===== src/rtl/sbr_pkg.sv =====
`timescale 1ns / 1ps
// Shared types for the stream byte reassembler.
// No dependencies; used by every module of the block.
package sbr_pkg;

	typedef enum logic [1:0] {
		K_BYTE  = 2'd0,
		K_MARK  = 2'd1,
		K_DRAIN = 2'd2,
		K_NONE  = 2'd3
	} kind_t;

	typedef struct packed {
		kind_t       kind;
		logic [63:0] idx;
		logic [7:0]  data;
		logic        seg_end;
		logic        last;
	} item_t;

	typedef struct packed {
		logic  vld;
		item_t item;
	} head_t;

	typedef enum logic [2:0] {
		ST_CLEAR,
		ST_IDLE,
		ST_STORE,
		ST_DRAIN,
		ST_ADV_RD,
		ST_ADV_CHK,
		ST_DONE
	} state_t;

	localparam int OP_W = 2;

endpackage


===== src/rtl/sbr_front.sv =====
`timescale 1ns / 1ps
// Front end: takes input transactions, decodes the operation and holds them
// in a two-entry queue for the back end. Depends on sbr_pkg.
module sbr_front (
	input  logic                      clk,
	input  logic                      arst_n,
	input  logic                      en,
	input  logic                      in_valid,
	output logic                      in_ready,
	input  logic [sbr_pkg::OP_W-1:0]  op,
	input  logic [63:0]               stream_index,
	input  logic [7:0]                data_byte,
	input  logic                      segment_end,
	input  logic                      last_substring,
	output sbr_pkg::head_t            head,
	input  logic                      pop
);
	import sbr_pkg::*;

	item_t       ent_q [2];
	logic        wr_q;
	logic        rd_q;
	logic [1:0]  cnt_q;
	item_t       dec;
	logic        push;
	logic        do_pop;

	always_comb begin
		dec.kind    = kind_t'(op);
		dec.idx     = stream_index;
		dec.data    = data_byte;
		dec.seg_end = segment_end;
		dec.last    = last_substring;
	end

	assign in_ready  = en && (cnt_q != 2'd2);
	assign push      = in_valid && in_ready;
	assign do_pop    = pop && (cnt_q != 2'd0);
	assign head.vld  = (cnt_q != 2'd0);
	assign head.item = ent_q[rd_q];

	always_ff @(posedge clk) begin
		if (push) begin
			ent_q[wr_q] <= dec;
		end
	end

	always_ff @(posedge clk or negedge arst_n) begin
		if (!arst_n) begin
			wr_q  <= 1'b0;
			rd_q  <= 1'b0;
			cnt_q <= 2'd0;
		end else begin
			if (push) begin
				wr_q <= ~wr_q;
			end
			if (do_pop) begin
				rd_q <= ~rd_q;
			end
			cnt_q <= cnt_q + {1'b0, push} - {1'b0, do_pop};
		end
	end

endmodule


===== config.mk =====
export PLATFORM = sky130hd
export DESIGN_NAME = sbr_front
export DESIGN_NICKNAME = d
export VERILOG_FILES = /design/src/rtl/sbr_pkg.sv /design/src/rtl/sbr_front.sv
export SDC_FILE = /design/constraint.sdc
export NUM_CORES = 1
export LEC_CHECK = 0
export BUFFER_PORTS_ARGS = -buffer_cell sky130_fd_sc_hd__buf_4
export CAP_MARGIN = 20
export CORE_ASPECT_RATIO = 0.8
export CORE_UTILIZATION = 50
export DETAILED_ROUTE_END_ITERATION = 12
export PLACE_DENSITY = 0.77
export SLEW_MARGIN = 10
export SYNTH_ARGS = -nofsm -noshare
export SYNTH_HDL_FRONTEND = slang
export SYNTH_SLANG_ARGS = --single-unit

===== constraint.sdc =====
create_clock -name clk -period 11.8 [get_ports clk]
set_input_delay 2.36 -clock clk [delete_from_list [all_inputs] [get_ports clk]]
set_output_delay 2.36 -clock clk [all_outputs]
set_load 0.02 [all_outputs]

After elaboration in Yosys (flattened, before gate mapping)
Memories as Yosys holds them, arrays and structs flattened.
Cells that the tools add are included.
W data, S select, Z words.
Word-level totals
  register bits after elaboration: 4
  bits in writable memories: 152
  bits of input ports: 81
  output and inout bits: 78
  logic and storage cells: 15
  memories: 1
Memory list
  ent_q: words 2, width 76, read ports 1, clocked after memory_dff 0, write ports 1, line sbr_front.sv:20  | item_t ent_q [2];
Cells by class
  add/sub/neg operators: 2
  equality and inequality tests: 1
  muxes and demuxes: 2
  bitwise logic cells: 2
  reductions and logical operators: 4
Operators with widths (count)
  $logic_and A1 B1 Y1: 3
  $add A2 B1 Y2: 1
  $mux W1: 2
  $ne A2 B2 Y1 const B: 1
  $not A1 Y1: 2
  $reduce_bool A2 Y1: 1
  $sub A2 B1 Y2: 1

Longest topological paths before layout
  depth after elaboration: 5
  depth in mapped cells: 7
  depth with buffers taken out: 7

Worst setup path before layout
Ideal clock, no wire load.
  path type: input to register
  start: input in_valid
  end: memory ent_q[0][0] (netlist name) (enable)
  library setup time: 511 ps
  arrival time: 5675 ps
  data required time: 11289 ps
  slack: 5614 ps
  stages on the path: 2
  path buffers: 0
  cell sequence: nand3_1 > nor2_1
On the way
  cells in the longest elaborated chain, start to end: 3
Ends and longest elaborated chain
  start: declaration: line sbr_front.sv:8  | input logic in_valid,
  $logic_and A1 B1 Y1: line sbr_front.sv:37  | assign push = in_valid && in_ready;
  $mux W1: line sbr_front.sv:43  | if (push) begin
  $mux W1 (implied by the code): line sbr_front.sv:44  | ent_q[wr_q] <= dec;
  end: declaration: line sbr_front.sv:20
Every way passes these cells.

Final worst setup path
  start: input en
  end: output in_ready
On the way
  cells in the longest elaborated chain, start to end: 1
Ends and longest elaborated chain
  start: declaration: line sbr_front.sv:7  | input logic en,
  $logic_and A1 B1 Y1: line sbr_front.sv:36  | assign in_ready = en && (cnt_q != 2'd2);
  end: declaration: line sbr_front.sv:9  | output logic in_ready,
Every way passes these cells.

==> report_table.html <==
<table>
<tr><th>Metric</th><th>Value</th></tr>
<tr><th colspan="2">STA</th></tr>
<tr><td>Final Hold Viols</td><td>0</td></tr>
<tr><td>Setup repair after global routing missed its margin</td><td>false</td></tr>
<tr><td>Final number of setup-violating endpoints</td><td>0</td></tr>
<tr><td>Final critical path time including I/O delays and setup</td><td>5.13 ns</td></tr>
<tr><td>Maximum clock frequency</td><td>195 MHz</td></tr>
<tr><td>Clock skew</td><td>0.0123 ns</td></tr>
<tr><td>Max-slew headroom at the worst pin</td><td>0.292</td></tr>
<tr><td>Pins over their slew limit</td><td>0</td></tr>
<tr><td>Final worst setup slack</td><td>6.67 ns</td></tr>
<tr><td>Slew of the pin with the lowest slew margin</td><td>1.06 ns</td></tr>
<tr><td>Post-route fraction of the period consumed by the critical path</td><td>0.434</td></tr>
<tr><td>Setup TNS</td><td>0 ns</td></tr>
<tr><th colspan="2">CTS</th></tr>
<tr><td>Post-cts repair resize count</td><td>0</td></tr>
<tr><td>CTS Hold Bufs</td><td>0</td></tr>
<tr><td>Latest clock arrival within the worst-skew pair</td><td>0.41 ns</td></tr>
<tr><td>Number of levels in the clock H-tree</td><td>4</td></tr>
<tr><td>Register clock-pin slew on the reported worst setup and hold paths</td><td>0.05 ns</td></tr>
<tr><td>Bufs on Longest Clock Path</td><td>2</td></tr>
<tr><td>Clock tree from TritonCTS</td><td>yes</td></tr>
<tr><td>Setup repair bufs after CTS</td><td>0</td></tr>
<tr><td>Root buffer cell</td><td>sky130_fd_sc_hd__clkbuf_16</td></tr>
<tr><td>Total CTS buffers</td><td>17</td></tr>
<tr><td>Number of clock sinks</td><td>156</td></tr>
<tr><th colspan="2">Drt</th></tr>
<tr><td>Count of routing violations after the opening detailed-route iteration</td><td>144</td></tr>
<tr><td># DRC</td><td>0</td></tr>
<tr><td>Routed WL</td><td>10.2 mm</td></tr>
<tr><td>Number of iterations in the first detailed-routing pass</td><td>4</td></tr>
<tr><td>Post-DR vias/cell</td><td>5.01</td></tr>
<tr><td>Detail-routed net length per standard cell</td><td>17.5 um</td></tr>
<tr><td>Count of antenna-violating nets left after detailed routing</td><td>0</td></tr>
<tr><td>Routed via count</td><td>2915</td></tr>
<tr><th colspan="2">Logic synthesis</th></tr>
<tr><td>Count of state elements after synthesis</td><td>156</td></tr>
<tr><td>Average cell area after synthesis</td><td>22.8 sq um</td></tr>
<tr><td>Proportion of synthesized chip area in sequential cells</td><td>0.801</td></tr>
<tr><td>Synthesized Nets</td><td>338</td></tr>
<tr><td>Yosys Warn Count</td><td>0</td></tr>
<tr><td>EDFF count, synth</td><td>152</td></tr>
<tr><td>Number of different library cells in the post-synthesis netlist</td><td>17</td></tr>
<tr><td>Most instantiated flip-flop cell in the synthesis netlist</td><td>sky130_fd_sc_hd__edfxtp_1</td></tr>
<tr><td>Async set-or-reset flop fraction in the synthesized netlist</td><td>0.0256</td></tr>
<tr><td>Area of the mapped netlist</td><td>0.00582 sq mm</td></tr>
<tr><td>Mapped Cells</td><td>255</td></tr>
<tr><th colspan="2">Critical path</th></tr>
<tr><td>Critical Path Most Common Cell</td><td>sky130_fd_sc_hd__buf_4</td></tr>
<tr><td>Data arrival at the endpoint of the critical path</td><td>2.77 ns</td></tr>
<tr><td>Type of element launching the critical path</td><td>input pin</td></tr>
<tr><td>Family of cells with the greatest summed delay on the critical path</td><td>buffers and inverters</td></tr>
<tr><td>Crit. End Element</td><td>output port</td></tr>
<tr><td>Start-to-end type of the worst setup path</td><td>in2out</td></tr>
<tr><td>CP Buf/Inv Count</td><td>2</td></tr>
<tr><td>CP Max Fanout</td><td>2</td></tr>
<tr><td>Cells traversed along the worst timing path</td><td>buf_4 &gt; and2_1 &gt; buf_4</td></tr>
<tr><td>Peak per-stage delay on the critical path</td><td>0.16 ns</td></tr>
<tr><td>Critical-path cell with the highest stage delay</td><td>sky130_fd_sc_hd__buf_4</td></tr>
<tr><td>Crit path launch</td><td>en</td></tr>
<tr><td>RR Startpoint</td><td>cnt_q[1]</td></tr>
<tr><td>Required time of the worst setup path</td><td>9.44 ns</td></tr>
<tr><th colspan="2">Cells and area</th></tr>
<tr><td>Inserted Diodes</td><td>0</td></tr>
<tr><td>Final net count</td><td>508</td></tr>
<tr><td>Area overhead of the layout relative to synthesis</td><td>32.8%</td></tr>
<tr><td>Fraction of layout cells with a size suffix above 1</td><td>0.614</td></tr>
<tr><td>Final cell count without fillers</td><td>582</td></tr>
<tr><td>Util after Layout</td><td>0.697</td></tr>
<tr><th colspan="2">Floorplan</th></tr>
<tr><td>IO Pins</td><td>159</td></tr>
<tr><td>Placeable core region</td><td>0.0111 sq mm</td></tr>
<tr><td>Effective utilization at floorplan</td><td>0.525</td></tr>
<tr><td>Die footprint</td><td>0.0121 sq mm</td></tr>
<tr><td>Die height</td><td>98.5 um</td></tr>
<tr><td>Width of the die</td><td>123 um</td></tr>
<tr><td>Core Rows</td><td>34</td></tr>
<tr><th colspan="2">Placed design</th></tr>
<tr><td>Placed cell count</td><td>550</td></tr>
<tr><td>Minimum setup slack after placement</td><td>6.68 ns</td></tr>
<tr><td>Half-perimeter wire length after detailed placement</td><td>6.57 mm</td></tr>
<tr><td>Count of port buffers added during placement</td><td>158</td></tr>
<tr><td>RePlAce Congestion</td><td>0.722</td></tr>
<tr><th colspan="2">Global routing</th></tr>
<tr><td>First-pass GRT wire length</td><td>15.4 mm</td></tr>
<tr><td>Final global-route overflow total</td><td>0</td></tr>
<tr><td>Maximum number of pins on one net before global-route repair</td><td>77</td></tr>
<tr><td>Vias in the first global route</td><td>3107</td></tr>
<tr><td>Initial antenna violation count</td><td>0</td></tr>
<tr><td>Overall routing resource usage</td><td>0.177</td></tr>
<tr><th colspan="2">Power and ir drop</th></tr>
<tr><td>Worst ir drop on vdd</td><td>0.149 mV</td></tr>
<tr><td>Power density of the placed cells</td><td>237 mW/mm^2</td></tr>
<tr><td>Lkg Pwr</td><td>2.96 nW</td></tr>
<tr><th colspan="2">Outcome</th></tr>
<tr><td>Status</td><td>finished, final reports clean</td></tr>
<tr><th colspan="2">Hold path</th></tr>
<tr><td>Startpoint of the lowest-slack hold path</td><td>cnt_q[1]</td></tr>
<tr><td>Worst hold path type</td><td>reg2reg</td></tr>
<tr><th colspan="2">Flow run</th></tr>
<tr><td>Number of max-cap violations</td><td>0</td></tr>
</table>
[flip-flops by register name, summed over array words and instances, names as in the netlist]
name and count:
rd_q 1, wr_q 1, ent_q 152, cnt_q 2
[per-layer routing]
metal	GRT usage	share of wire	vias up
met5	0	0	-
met4	0.0629	0.0095	0
met3	0.0845	0.095	8
met2	0.299	0.49	126
met1	0.194	0.40	1435
li1	-	-	1346
[through the flow]
stage          hold WS [ns]  power (W)  instance area (sq um)
4_1_cts               0.508    0.00186                   7730
2_1_floorplan         0.460    0.00112                   5820
5_1_grt               0.517    0.00191                   7730
6_report              0.508    0.00184                   7730
3_5_place_dp          0.497    0.00131                   7130
3_3_place_gp          0.484    0.00130                   7130
[area by class of cell]
type | count | area [sq um]
timing repair buffer | 160 | 1200
clock buffer | 18 | 429
sequential | 156 | 4670
fill | 713 | 3370
tap | 144 | 180
inverter | 1 | 3.75
clock inverter | 14 | 171
multi-input combinational | 89 | 1080
[report_power, final]
group | switching (W) | internal (W)
combinational | 0.000278 | 0.000278
sequential | 0.0000480 | 0.000692
clock | 0.000206 | 0.000333
[path summary, 6_finish.rpt]
path | endpoint | slack, ns | cells past startpoint
worst max-delay path | in_ready | 6.67 | 3
worst min-delay path | cnt_q[1] | 0.51 | 1
worst max register to register | ent_q[0][26] | 9.33 | 4
worst min register to register | cnt_q[1] | 0.51 | 1
max in group asynchronous | rd_q | 9.95 | 1
min in group asynchronous | wr_q | 1.73 | 1
[worst reg2reg max path: stages, from the launching register on]
cell,delay (ns)
sky130_fd_sc_hd__dfrtp_1,0.41
sky130_fd_sc_hd__nand2b_1,0.11
sky130_fd_sc_hd__nand3_1,0.19
sky130_fd_sc_hd__nor2_4,0.68
sky130_fd_sc_hd__buf_4,0.68
[placed cells by master (no fill, tap or decap), types with 2 or more instances in the layout]
master                         n
sky130_fd_sc_hd__dfrtp_1       3
sky130_fd_sc_hd__ha_1          2
sky130_fd_sc_hd__clkinv_4      4
sky130_fd_sc_hd__clkinvlp_4    4
sky130_fd_sc_hd__clkinv_1      2
sky130_fd_sc_hd__clkbuf_16    17
sky130_fd_sc_hd__xnor2_1       3
sky130_fd_sc_hd__mux2_4       30
sky130_fd_sc_hd__bufinv_16     3
sky130_fd_sc_hd__mux2_2       46
sky130_fd_sc_hd__buf_4       160
sky130_fd_sc_hd__edfxtp_1    152
sky130_fd_sc_hd__and2_1        2
[Yosys cell counts, types with 2 or more instances]
| cell | number | area share |
|---|---|---|
| sky130_fd_sc_hd__ha_1 | 2 | 0.0043 |
| sky130_fd_sc_hd__mux2_4 | 30 | 0.077 |
| sky130_fd_sc_hd__and2_1 | 2 | 0.0021 |
| sky130_fd_sc_hd__buf_2 | 4 | 0.0034 |
| sky130_fd_sc_hd__buf_6 | 2 | 0.0039 |
| sky130_fd_sc_hd__dfrtp_1 | 4 | 0.017 |
| sky130_fd_sc_hd__edfxtp_1 | 152 | 0.78 |
| sky130_fd_sc_hd__buf_8 | 3 | 0.0077 |
| sky130_fd_sc_hd__mux2_2 | 46 | 0.089 |
| sky130_fd_sc_hd__xnor2_1 | 3 | 0.0045 |
[cell families after synthesis]
| kind of cell | Yosys count | synth area share |
|---|---|---|
| buffers and inverters | 10 | 0.0157 |
| and+or+nand+nor | 7 | 0.00687 |
| muxes | 76 | 0.166 |
| xor gates and xnor gates | 4 | 0.00602 |
| adders and majority gates | 2 | 0.00430 |
| DFF | 156 | 0.801 |
No activity file was read; power rests on OpenSTA's default activity.
